$ cat config.mk
export PLATFORM = sky130hd
export DESIGN_NAME = aeha_ir_frame_decoder
export DESIGN_NICKNAME = d
export VERILOG_FILES = /design/src/aeha_pkg.sv /design/src/aeha_ir_frame_decoder.sv
export SDC_FILE = /design/constraint.sdc
export NUM_CORES = 1
export LEC_CHECK = 0
export BUFFER_PORTS_ARGS = -buffer_cell sky130_fd_sc_hd__clkbuf_2
export CAP_MARGIN = 5
export CORE_MARGIN = 10
export CORE_UTILIZATION = 58
export CTS_BUF_LIST = sky130_fd_sc_hd__clkbuf_8
export DETAILED_ROUTE_END_ITERATION = 8
export PLACE_DENSITY = 0.8
export SLEW_MARGIN = 20
export SYNTH_ARGS = -nofsm -noshare
export SYNTH_HDL_FRONTEND = slang
export SYNTH_SLANG_ARGS = --single-unit
$ cat constraint.sdc
create_clock -name clk -period 4.1 [get_ports clk]
set_input_delay 0.41 -clock clk [delete_from_list [all_inputs] [get_ports clk]]
set_output_delay 0.41 -clock clk [all_outputs]
set_load 0.03 [all_outputs]
$ cat src/aeha_pkg.sv
`timescale 1ns / 1ps
// Shared constants for the AEHA infrared frame decoder: register indexes,
// reset values, record kinds and the tolerance window compare. No dependencies.
package aeha_pkg;

  localparam int unsigned MAX_DATA_DEFAULT = 32;

  localparam int unsigned US_W   = 15;
  localparam int unsigned TOL_W  = 12;
  localparam int unsigned KIND_W = 3;
  localparam int unsigned IDX_W  = 6;
  localparam int unsigned CNT_W  = 10;
  localparam int unsigned WORD_W = 16;
  localparam int unsigned CFG_IDX_W  = 4;
  localparam int unsigned CFG_DATA_W = 16;

  localparam logic [CFG_IDX_W-1:0] REG_HEADER_MARK   = 4'd0;
  localparam logic [CFG_IDX_W-1:0] REG_HEADER_SPACE  = 4'd1;
  localparam logic [CFG_IDX_W-1:0] REG_BIT_MARK      = 4'd2;
  localparam logic [CFG_IDX_W-1:0] REG_ONE_SPACE     = 4'd3;
  localparam logic [CFG_IDX_W-1:0] REG_ZERO_SPACE    = 4'd4;
  localparam logic [CFG_IDX_W-1:0] REG_TRAILER_SPACE = 4'd5;
  localparam logic [CFG_IDX_W-1:0] REG_TOLERANCE     = 4'd6;
  localparam logic [CFG_IDX_W-1:0] REG_ACTIVE_LEVEL  = 4'd7;

  localparam logic [US_W-1:0]  RST_HEADER_MARK   = 15'd3400;
  localparam logic [US_W-1:0]  RST_HEADER_SPACE  = 15'd1700;
  localparam logic [US_W-1:0]  RST_BIT_MARK      = 15'd425;
  localparam logic [US_W-1:0]  RST_ONE_SPACE     = 15'd1275;
  localparam logic [US_W-1:0]  RST_ZERO_SPACE    = 15'd425;
  localparam logic [US_W-1:0]  RST_TRAILER_SPACE = 15'd8000;
  localparam logic [TOL_W-1:0] RST_TOLERANCE     = 12'd150;
  localparam logic             RST_ACTIVE_LEVEL  = 1'b0;

  localparam logic [KIND_W-1:0] KIND_CUST = 3'd0;
  localparam logic [KIND_W-1:0] KIND_PAR  = 3'd1;
  localparam logic [KIND_W-1:0] KIND_DATA = 3'd2;
  localparam logic [KIND_W-1:0] KIND_DONE = 3'd3;
  localparam logic [KIND_W-1:0] KIND_ERR  = 3'd4;

  typedef struct packed {
    logic hdr;
    logic one;
    logic zero;
    logic trl;
    logic last;
  } pair_class_t;

  function automatic logic near_to(input logic [US_W-1:0] d, input logic [US_W-1:0] t,
                                   input logic [TOL_W-1:0] m);
    logic [US_W:0] d_ext;
    logic [US_W:0] t_ext;
    logic [US_W:0] m_ext;
    d_ext = {1'b0, d};
    t_ext = {1'b0, t};
    m_ext = (US_W+1)'(m);
    return (d_ext <= t_ext + m_ext) && (d_ext + m_ext >= t_ext);
  endfunction

  function automatic logic [3:0] nibble_xor(input logic [WORD_W-1:0] c);
    return c[15:12] ^ c[11:8] ^ c[7:4] ^ c[3:0];
  endfunction

endpackage

$ cat src/aeha_ir_frame_decoder.sv
`timescale 1ns / 1ps
// AEHA infrared frame decoder top level: pair classifier, frame sequencer
// and output register. Depends on aeha_pkg.
//
// Usage:
//  in_*  : one mark/space pulse pair per transfer; in_tlast marks the final
//          pair of a captured buffer.
//  out_* : zero or one record per pair (customer, parity, data, done, error);
//          out_tlast is set on done and error records.
//  cfg_* : register writes, always ready; write only while the block is idle.
// A pair is classified as it is accepted into the stage register; the frame
// sequencer then moves its record, if any, from there to the output register.
// Throughput: one pair per cycle while no held record stalls the output; the
// window compares sit in front of the stage register, the frame sequencer behind it.
// Reset (rst_n low, synchronous) restores the register defaults and waits for
// a header. When out_tready is low, the held record stalls the sequencer and
// the stage register; in_tready drops only once the stage register is full.
module aeha_ir_frame_decoder #(
  parameter int unsigned MAX_DATA = aeha_pkg::MAX_DATA_DEFAULT
) (
  input  logic                                clk,
  input  logic                                rst_n,
  // first_level[0], first_us[15:1], second_level[16], second_us[31:17]
  input  logic [31:0]                         in_tdata,
  input  logic                                in_tlast,
  input  logic                                in_tvalid,
  output logic                                in_tready,
  // value[15:0], data_index[21:16], items_used[31:22]
  output logic [31:0]                         out_tdata,
  // record_kind[2:0]
  output logic [aeha_pkg::KIND_W-1:0]         out_tuser,
  output logic                                out_tlast,
  output logic                                out_tvalid,
  input  logic                                out_tready,
  input  logic                                cfg_valid,
  output logic                                cfg_ready,
  input  logic [aeha_pkg::CFG_IDX_W-1:0]      cfg_index,
  input  logic [aeha_pkg::CFG_DATA_W-1:0]     cfg_data
);
  import aeha_pkg::*;

  localparam logic [2:0] PH_WAIT = 3'd0;
  localparam logic [2:0] PH_CUST = 3'd1;
  localparam logic [2:0] PH_PAR  = 3'd2;
  localparam logic [2:0] PH_NIB  = 3'd3;
  localparam logic [2:0] PH_BYTE = 3'd4;
  localparam logic [2:0] PH_SKIP = 3'd5;

  localparam logic [IDX_W-1:0] MAX_DATA_V = IDX_W'(MAX_DATA);
  localparam logic [CNT_W-1:0] CNT_MAX    = {CNT_W{1'b1}};

  logic [US_W-1:0]  hdr_mark_r, hdr_space_r, bit_mark_r, one_space_r, zero_space_r;
  logic [US_W-1:0]  trl_space_r;
  logic [TOL_W-1:0] tol_r;
  logic             act_lvl_r;

  assign cfg_ready = 1'b1;

  always_ff @(posedge clk) begin
    if (!rst_n) begin
      hdr_mark_r   <= RST_HEADER_MARK;
      hdr_space_r  <= RST_HEADER_SPACE;
      bit_mark_r   <= RST_BIT_MARK;
      one_space_r  <= RST_ONE_SPACE;
      zero_space_r <= RST_ZERO_SPACE;
      trl_space_r  <= RST_TRAILER_SPACE;
      tol_r        <= RST_TOLERANCE;
      act_lvl_r    <= RST_ACTIVE_LEVEL;
    end else if (cfg_valid && cfg_ready) begin
      unique case (cfg_index)
        REG_HEADER_MARK:   hdr_mark_r   <= cfg_data[US_W-1:0];
        REG_HEADER_SPACE:  hdr_space_r  <= cfg_data[US_W-1:0];
        REG_BIT_MARK:      bit_mark_r   <= cfg_data[US_W-1:0];
        REG_ONE_SPACE:     one_space_r  <= cfg_data[US_W-1:0];
        REG_ZERO_SPACE:    zero_space_r <= cfg_data[US_W-1:0];
        REG_TRAILER_SPACE: trl_space_r  <= cfg_data[US_W-1:0];
        REG_TOLERANCE:     tol_r        <= cfg_data[TOL_W-1:0];
        REG_ACTIVE_LEVEL:  act_lvl_r    <= cfg_data[0];
        default: ;
      endcase
    end
  end

  // classify the incoming pair
  logic            l0, l1, lv, bm;
  logic [US_W-1:0] d0, d1;
  pair_class_t     cls;

  assign l0 = in_tdata[0];
  assign d0 = in_tdata[15:1];
  assign l1 = in_tdata[16];
  assign d1 = in_tdata[31:17];
  assign lv = (l0 == act_lvl_r) && (l1 != act_lvl_r);
  assign bm = lv && near_to(d0, bit_mark_r, tol_r);

  always_comb begin
    cls.hdr  = lv && near_to(d0, hdr_mark_r, tol_r) && near_to(d1, hdr_space_r, tol_r);
    cls.one  = bm && near_to(d1, one_space_r, tol_r);
    cls.zero = bm && near_to(d1, zero_space_r, tol_r);
    cls.trl  = bm && (d1 == trl_space_r);
    cls.last = in_tlast;
  end

  // stage register
  pair_class_t s1_r;
  logic        s1_valid_r, s1_valid_nxt;
  logic        advance, s1_fire;

  assign advance   = !out_tvalid || out_tready;
  assign s1_fire   = s1_valid_r && advance;
  assign in_tready = !s1_valid_r || advance;

  always_comb begin
    s1_valid_nxt = s1_valid_r;
    if (s1_fire) s1_valid_nxt = 1'b0;
    if (in_tvalid && in_tready) s1_valid_nxt = 1'b1;
  end

  always_ff @(posedge clk) begin
    if (!rst_n) s1_valid_r <= 1'b0;
    else        s1_valid_r <= s1_valid_nxt;
    if (in_tvalid && in_tready) s1_r <= cls;
  end

  // frame sequencer
  logic [2:0]        phase_r, phase_nxt;
  logic [3:0]        bit_cnt_r, bit_cnt_nxt;
  logic [WORD_W-1:0] shift_r, shift_nxt;
  logic [WORD_W-1:0] cust_r, cust_nxt;
  logic [CNT_W-1:0]  pair_cnt_r, pair_cnt_nxt;
  logic [IDX_W-1:0]  data_cnt_r, data_cnt_nxt;

  logic              emit;
  logic [KIND_W-1:0] e_kind;
  logic [WORD_W-1:0] e_value;
  logic [IDX_W-1:0]  e_idx;
  logic              e_last;
  logic [WORD_W-1:0] sw_new;
  logic [3:0]        len_m1;

  always_comb begin
    phase_nxt    = phase_r;
    bit_cnt_nxt  = bit_cnt_r;
    shift_nxt    = shift_r;
    cust_nxt     = cust_r;
    pair_cnt_nxt = pair_cnt_r;
    data_cnt_nxt = data_cnt_r;
    emit    = 1'b0;
    e_kind  = KIND_ERR;
    e_value = '0;
    e_idx   = '0;
    e_last  = 1'b0;
    sw_new  = shift_r | (s1_r.one ? (WORD_W'(1) << bit_cnt_r) : '0);
    len_m1  = (phase_r == PH_CUST) ? 4'd15 : (phase_r == PH_BYTE) ? 4'd7 : 4'd3;
    if (s1_fire) begin
      unique case (phase_r)
        PH_SKIP: begin
          if (s1_r.last) phase_nxt = PH_WAIT;
        end
        PH_WAIT: begin
          bit_cnt_nxt  = '0;
          shift_nxt    = '0;
          cust_nxt     = '0;
          data_cnt_nxt = '0;
          pair_cnt_nxt = s1_r.hdr ? CNT_W'(1) : '0;
          if (!s1_r.hdr || s1_r.last) begin
            emit      = 1'b1;
            e_last    = 1'b1;
            phase_nxt = s1_r.last ? PH_WAIT : PH_SKIP;
          end else begin
            phase_nxt = PH_CUST;
          end
        end
        PH_CUST, PH_PAR, PH_NIB, PH_BYTE: begin
          if (phase_r == PH_BYTE && bit_cnt_r == '0 && s1_r.trl) begin
            emit      = 1'b1;
            e_kind    = KIND_DONE;
            e_idx     = data_cnt_r;
            e_last    = 1'b1;
            phase_nxt = s1_r.last ? PH_WAIT : PH_SKIP;
          end else if (!s1_r.one && !s1_r.zero) begin
            emit      = 1'b1;
            e_idx     = data_cnt_r;
            e_last    = 1'b1;
            phase_nxt = s1_r.last ? PH_WAIT : PH_SKIP;
          end else begin
            if (pair_cnt_r != CNT_MAX) pair_cnt_nxt = pair_cnt_r + CNT_W'(1);
            if (bit_cnt_r != len_m1) begin
              bit_cnt_nxt = bit_cnt_r + 4'd1;
              shift_nxt   = sw_new;
              if (s1_r.last) begin
                emit      = 1'b1;
                e_idx     = data_cnt_r;
                e_last    = 1'b1;
                phase_nxt = PH_WAIT;
              end
            end else begin
              bit_cnt_nxt = '0;
              shift_nxt   = '0;
              emit        = 1'b1;
              if (phase_r == PH_CUST) begin
                cust_nxt  = sw_new;
                e_kind    = KIND_CUST;
                e_value   = sw_new;
                phase_nxt = PH_PAR;
              end else if (phase_r == PH_PAR) begin
                if (sw_new != WORD_W'(nibble_xor(cust_r))) begin
                  e_idx     = data_cnt_r;
                  e_last    = 1'b1;
                  phase_nxt = s1_r.last ? PH_WAIT : PH_SKIP;
                end else begin
                  e_kind    = KIND_PAR;
                  e_value   = sw_new;
                  phase_nxt = PH_NIB;
                end
              end else if (data_cnt_r >= MAX_DATA_V) begin
                e_idx     = data_cnt_r;
                e_last    = 1'b1;
                phase_nxt = s1_r.last ? PH_WAIT : PH_SKIP;
              end else begin
                e_kind       = KIND_DATA;
                e_value      = sw_new;
                e_idx        = data_cnt_r;
                data_cnt_nxt = data_cnt_r + IDX_W'(1);
                phase_nxt    = PH_BYTE;
              end
              // a completed field on the final pair still ends in error
              if (s1_r.last && !e_last) begin
                e_kind    = KIND_ERR;
                e_value   = '0;
                e_idx     = data_cnt_nxt;
                e_last    = 1'b1;
                phase_nxt = PH_WAIT;
              end
            end
          end
        end
        default: phase_nxt = PH_WAIT;
      endcase
    end
  end

  always_ff @(posedge clk) begin
    if (!rst_n) begin
      phase_r    <= PH_WAIT;
      bit_cnt_r  <= '0;
      shift_r    <= '0;
      cust_r     <= '0;
      pair_cnt_r <= '0;
      data_cnt_r <= '0;
    end else begin
      phase_r    <= phase_nxt;
      bit_cnt_r  <= bit_cnt_nxt;
      shift_r    <= shift_nxt;
      cust_r     <= cust_nxt;
      pair_cnt_r <= pair_cnt_nxt;
      data_cnt_r <= data_cnt_nxt;
    end
  end

  // output register
  logic              out_valid_r, out_valid_nxt;
  logic [KIND_W-1:0] out_kind_r;
  logic [WORD_W-1:0] out_value_r;
  logic [IDX_W-1:0]  out_idx_r;
  logic [CNT_W-1:0]  out_items_r;
  logic              out_last_r;

  always_comb begin
    out_valid_nxt = out_valid_r;
    if (out_valid_r && out_tready) out_valid_nxt = 1'b0;
    if (emit) out_valid_nxt = 1'b1;
  end

  always_ff @(posedge clk) begin
    if (!rst_n) out_valid_r <= 1'b0;
    else        out_valid_r <= out_valid_nxt;
    if (emit) begin
      out_kind_r  <= e_kind;
      out_value_r <= e_value;
      out_idx_r   <= e_idx;
      out_items_r <= pair_cnt_nxt;
      out_last_r  <= e_last;
    end
  end

  assign out_tvalid = out_valid_r;
  assign out_tdata  = {out_items_r, out_idx_r, out_value_r};
  assign out_tuser  = out_kind_r;
  assign out_tlast  = out_last_r;

  a_last_kind: assert property (@(posedge clk) disable iff (!rst_n)
    out_tvalid |-> (out_tlast == ((out_tuser == KIND_DONE) || (out_tuser == KIND_ERR))))
    else $error("tlast does not match record kind");

  a_data_cnt: assert property (@(posedge clk) disable iff (!rst_n)
    data_cnt_r <= MAX_DATA_V)
    else $error("data count beyond limit");

  a_data_idx: assert property (@(posedge clk) disable iff (!rst_n)
    (out_tvalid && (out_tuser == KIND_DATA)) |-> (out_idx_r < MAX_DATA_V))
    else $error("data index beyond limit");

  a_stage_free: assert property (@(posedge clk) disable iff (!rst_n)
    !s1_valid_r |-> in_tready)
    else $error("input stalled with empty stage");

endmodule
Word-level counts from Yosys, hierarchy flattened. Cells that the tools add are included.

Register bits: 201. Word-level logic and storage cells: 210. Output and inout bits: 39.

Shift operators: 1. Magnitude comparators: 11. Bitwise logic cells: 6. Add/sub/neg operators: 10. Equal/unequal tests: 22. Reduce and logical (&&, ||, !) cells: 48. Muxes and demuxes: 86.

Operator list (number): 2-to-1 mux 16 bit (12); adder 15 x 12 -> 16 bit (7); 2-to-1 mux 6 bit (14); greater-or-equal comparator 16 x 15 -> 1 bit (5); <= comparator 15 x 16 -> 1 bit (5); case mux 16 bit (2 select lines) (2); 2-to-1 mux 3 bit (20); 2-to-1 mux 10 bit (4); 2-to-1 mux 1 bit (24); case mux 10 bit (2 select lines) (1); logical AND 1 bit (19); AND reduction 2 bit (9); equality test 4 x 3 -> 1 bit, second input constant (4); 2-to-1 mux 4 bit (4); inequality test 16 x 4 -> 1 bit (1); OR 16 bit (1); left shift 1 x 4 -> 16 bit, first input constant (1); equality test 15 bit (1); case mux 6 bit (2 select lines) (1); bitwise XOR 4 bit (3); adder 10 x 1 -> 10 bit, second input constant (1); inequality test 10 bit, second input constant (1); case mux 3 bit (3 select lines) (1); equality test 4 x 2 -> 1 bit, second input constant (2); other kinds (24) (41).

Longest topological paths before layout.
Depth in word-level cells: 19. Depth in mapped cells: 19.

Worst setup path after synthesis. No wires, ideal clock.

Path kind: reg2reg. Start point: register tol_r[1]. End point: register s1_r[1] (netlist bit) (data pin). Path buffers: 0. Setup time: 176 ps. Cell stages (with the launch flop): 17. Arrival: 3864 ps. Setup slack: 59 ps. Period minus slack after synthesis: 4041 ps. Path through: dfxtp_1 inv_1 fa_1 nor2b_1 o21ai_0 a21oi_1 o21ai_0 a2111oi_0 o21ai_0 a211oi_1 xnor2_1 ha_1 a2111oi_0 nand3_1 o21ai_0 o211ai_1 nor4_1.

RTL lines: start: declaration (RTL line aeha_ir_frame_decoder.sv:54) `logic [TOL_W-1:0] tol_r;`; start signal: assignment (RTL line aeha_ir_frame_decoder.sv:77) `REG_TOLERANCE: tol_r <= cfg_data[TOL_W-1:0];`; end signal: assignment (RTL line aeha_ir_frame_decoder.sv:122) `if (in_tvalid && in_tready) s1_r <= cls;`; end: declaration (RTL line aeha_ir_frame_decoder.sv:105) `pair_class_t s1_r;`.

==> flow_results.org <==
** Die
- The core region is 26800 µm².
- Number of top-level design ports :: 97
- Overall die width :: 184 µm
- Floorplan die area :: 34000 µm²
- Initial cell density of the core :: 0.585
- Die height :: 184 µm
- Row cnt :: 60

** Flow run
- Maxcap violations :: 0

** Critical path
- Data on the critical path arrives at its endpoint at 4.41 ns.
- The worst setup path is of the reg2reg kind.
- Kind of launch point of the worst setup path :: register
- In this run the worst path has a maximum fanout of 5.
- The worst setup path is captured at a register.
- Required time at the endpoint of the critical path :: 4.47 ns

** Power
- Proportion of total power due to net switching :: 0.297
- For this design the ratio of total power to cell area is 285 nW/µm².
- The completed layout was analyzed and its total power is 5.23 mW.
- Share of power burned in the clock network :: 0.402
- Combinational power share :: 0.197
- Largest vdd supply drop :: 0.000200 V
- The share of total power dissipated in sequential elements is 0.401.
- Static leakage power :: 7.72 nW
- Internal power comes to 3.67 mW.
- Switching power of the nets :: 1.55 mW

** Clock network
- Buffers inserted to repair hold after CTS numbered 0.
- Root buffer selected by CTS :: sky130_fd_sc_hd__clkbuf_8
- Clock tree synthesis inserted a total of 37 buffers.
- H-tree lvl count :: 2
- Clock latency on the worst-skew pair, taken at its later pin, is 0.54 ns.
- In this run the deepest clock path goes through 3 buffers.
- Clock tree from TritonCTS :: yes
- Counting every sink on the clock net gives between 200 and 250.
- Clock edge transition at the registers on the reported setup and hold paths :: about 0.060 ns

** Cells and area
- For this run, the post-layout net count is approximately 2.4k.
- Most common library cell in the layout ignoring fill and taps :: sky130_fd_sc_hd__ha_1
- Leading cell types in the layout, fill and taps excluded :: sky130_fd_sc_hd__ha_1 (239), sky130_fd_sc_hd__nand2_1 (232), sky130_fd_sc_hd__a21oi_1 (171), sky130_fd_sc_hd__nor2_1 (159), sky130_fd_sc_hd__dfxtp_1 (155)
- Of the cells placed in the final design, the portion with a size suffix greater than 1 is 0.164.
- 0 antenna diodes ended up in the layout.
- The count of cells in the finished layout, fillers not included, comes to between 2k and 2.5k.
- Area growth from synthesis to layout :: 16.8%

** GRT
- Global routing finished with a remaining overflow of 0.
- Vias in the first global route :: 14.6k
- The number of antenna violations at the first check in global routing is 0.
- Global-route wire length before repair :: 72.0 mm
- For this run, the total global-route usage over all layers was measured as 0.257.
- Entering global routing, the biggest net connects 53 pins.

** Drt
- Detailed-route wire length :: approximately 45 mm
- For this run, the detailed router's first-pass iteration total came to 6.
- WL/cell :: 18.3 µm
- Total vias in the final route :: 15.0k
- Number of DRC markers after the initial detailed-route iteration :: 1103
- Number of vias per cell :: about 6.1
- DR DRC count :: 0
- Once detail routing completed, the nets flagged for antenna violations numbered 0.

** Yosys
- EDFF count, synth :: 41
- Synthesized netlist cell count :: 1927
- In this run, distinct cell masters in the synthesized netlist total 74.
- Sequential cell area fraction in the yosys report :: 0.283
- Area of the mapped netlist :: 15700 µm²
- In this run the mean area of a mapped cell was 8.14 µm².
- Counting flops with an async set or reset pin after synthesis yields a share of 0.
- Leading area contributor after synthesis :: sky130_fd_sc_hd__dfxtp_1
- Flip-flop cell with the highest count after synthesis :: sky130_fd_sc_hd__dfxtp_1
- Top area cells in the synthesized netlist :: sky130_fd_sc_hd__dfxtp_1 (20%), sky130_fd_sc_hd__ha_1 (19%), sky130_fd_sc_hd__edfxtp_1 (7.8%)
- Top-area cell type share of the netlist area :: 0.204
- Post-synthesis sequential element count :: 201
- Post-synth net total :: roughly 2.2k
- The Yosys step of the flow raised 0 warnings.

** Place
- During placement, the flow inserted port buffers numbering between 90 and 100.
- # placed instances :: between 2k and 2.5k
- Worst-case setup slack after placement :: -0.413 ns
- Detailed placement finished with a half-perimeter wire length of around 33 mm.
- The congestion estimate from routability-driven global placement came to 0.983.

** STA
- Hold is met by 0.0459 ns.
- Setup slack closes at between 0.05 and 0.06 ns.
- Worst Tran Pin Value :: roughly 1.1 ns
- Derived from the worst setup path, the maximum achievable clock frequency is 0.247 GHz.
- Endpoints failing hold :: 0
- Setup repair after global routing could not meet its margin everywhere.
- Final worst path period share :: 0.987
- Final slew viol count :: 0
- Final setup violation count :: 0
- The clock arrives with slightly above 0.03 ns of skew.
- Headroom to the max-slew limit :: 0.290
- Counting I/O delays and the setup requirement, the final critical path takes 4.05 ns.

** Min path
- The tightest min-delay check is of the in2reg type.

** Outcome
- The flow ran to the end, and the final reports show no timing, DRC or antenna violations.
[layout make-up]
class	count	area, µm²
Sequential cell	201	4440
Tap cell	341	427
Multi-Input combinational cell	1555	11000
Timing Repair Buffer	189	1210
Clock inverter	23	216
Inverter	114	428
Fill cell	2134	8470
Clock buffer	42	578
[critical path, stage by stage, from the launching register on]
cell and delay [ns]:
sky130_fd_sc_hd__dfxtp_4 0.36, sky130_fd_sc_hd__buf_8 0.14, sky130_fd_sc_hd__ha_4 0.17, sky130_fd_sc_hd__fa_2 0.39, sky130_fd_sc_hd__a21o_1 0.18, sky130_fd_sc_hd__a21oi_2 0.15, sky130_fd_sc_hd__nor2b_1 0.07, sky130_fd_sc_hd__o21a_1 0.21
sky130_fd_sc_hd__o211a_1 0.24, sky130_fd_sc_hd__o21ai_2 0.23, sky130_fd_sc_hd__a21oi_2 0.09, sky130_fd_sc_hd__xnor2_1 0.14, sky130_fd_sc_hd__ha_1 0.29, sky130_fd_sc_hd__nand2_2 0.07, sky130_fd_sc_hd__nor3_2 0.19, sky130_fd_sc_hd__nand3_1 0.15
sky130_fd_sc_hd__buf_4 0.17, sky130_fd_sc_hd__nor3_4 0.12, sky130_fd_sc_hd__nor2_2 0.06, sky130_fd_sc_hd__o21ai_2 0.08, sky130_fd_sc_hd__a41oi_2 0.07, sky130_fd_sc_hd__nor4_2 0.29
[per-layer routing]
metal  GRT usage  part of all wire
met3      0.0400             0.067
met4      0.0996             0.037
met5           0                 0
met1       0.308              0.41
met2       0.450              0.48
[synth_stat cells, types with 32 or more instances]
master                       n
sky130_fd_sc_hd__xnor2_1    76
sky130_fd_sc_hd__nand3_1    44
sky130_fd_sc_hd__nor3_1     52
sky130_fd_sc_hd__ha_1      243
sky130_fd_sc_hd__o21ai_0    97
sky130_fd_sc_hd__nor2b_1    32
sky130_fd_sc_hd__xor2_1     41
sky130_fd_sc_hd__a21o_1     32
sky130_fd_sc_hd__a21oi_1   180
sky130_fd_sc_hd__o211ai_1   34
sky130_fd_sc_hd__nand2_1   235
sky130_fd_sc_hd__inv_1     114
sky130_fd_sc_hd__nor2_1    161
sky130_fd_sc_hd__dfxtp_1   160
sky130_fd_sc_hd__clkbuf_1   47
sky130_fd_sc_hd__edfxtp_1   41
[cells by family (layout without fill, tap and decap cells)]
kind of cell / count (synthesis) / in the layout / share of synthesized area
adders and majority gates: 251 / 251 / 0.203
buffers and inverters: 171 / 368 / 0.0423
DFF: 201 / 201 / 0.283
other: 1 / 1 / 0.000239
and+or+nand+nor: 669 / 669 / 0.199
AOI/OAI and AO/OA: 504 / 504 / 0.199
muxes: 13 / 13 / 0.00829
xor gates and xnor gates: 117 / 117 / 0.0653
[stage by stage]
| step | setup TNS, ns | util | cell area, µm² |
|---|---|---|---|
| 3_3_place_gp | -0.812 | 0.634 | 17000 |
| 5_1_grt | -0.558 | 0.684 | 18300 |
| 3_5_place_dp | -1.39 | 0.634 | 17000 |
| 4_1_cts | -0.00305 | 0.668 | 17900 |
| 6_report | 0 | 0.684 | 18300 |
| 2_1_floorplan | 0 | - | 15700 |
[final timing paths]
check | from | cells after the start | slack (ns) | to
worst max-delay path | tol_r[0] | 21 | 0.05 | s1_r[4]
worst min-delay path | in_tlast | 1 | 0.05 | s1_r[0]
worst max register to register | tol_r[0] | 21 | 0.05 | s1_r[4]
worst min register to register | trl_space_r[3] | 2 | 0.47 | trl_space_r[3]
[power by group through the flow]
stage                     Sequential [mW]  Combinational (mW)  Clock (mW)
after detailed placement             2.14               0.939           0
after global routing                 2.10                1.14        2.21
final                                2.09                1.03        2.10
after CTS                            2.09               0.965        2.12
after floorplan                      2.15               0.602           0
after global placement               2.13               0.908           0
[registers in the layout, summed over array words and instances, names as in the netlist, 4 cells and up]
signal        cells
cust_r           16
out_value_r      16
shift_r          16
bit_mark_r       15
hdr_mark_r       15
hdr_space_r      15
one_space_r      15
trl_space_r      15
zero_space_r     15
tol_r            12
out_items_r      10
pair_cnt_r       10
data_cnt_r        6
out_idx_r         6
s1_r              5
bit_cnt_r         4
[timing repair]
action                                 4_1_cts  5_1_grt
setup endpoints to repair                    4        4
endpoints found under the hold margin        0        0
setup buffers                                1       13
resized for setup                           40       90
pin swaps                                   13       67
Power figures use the tool's default switching activity.
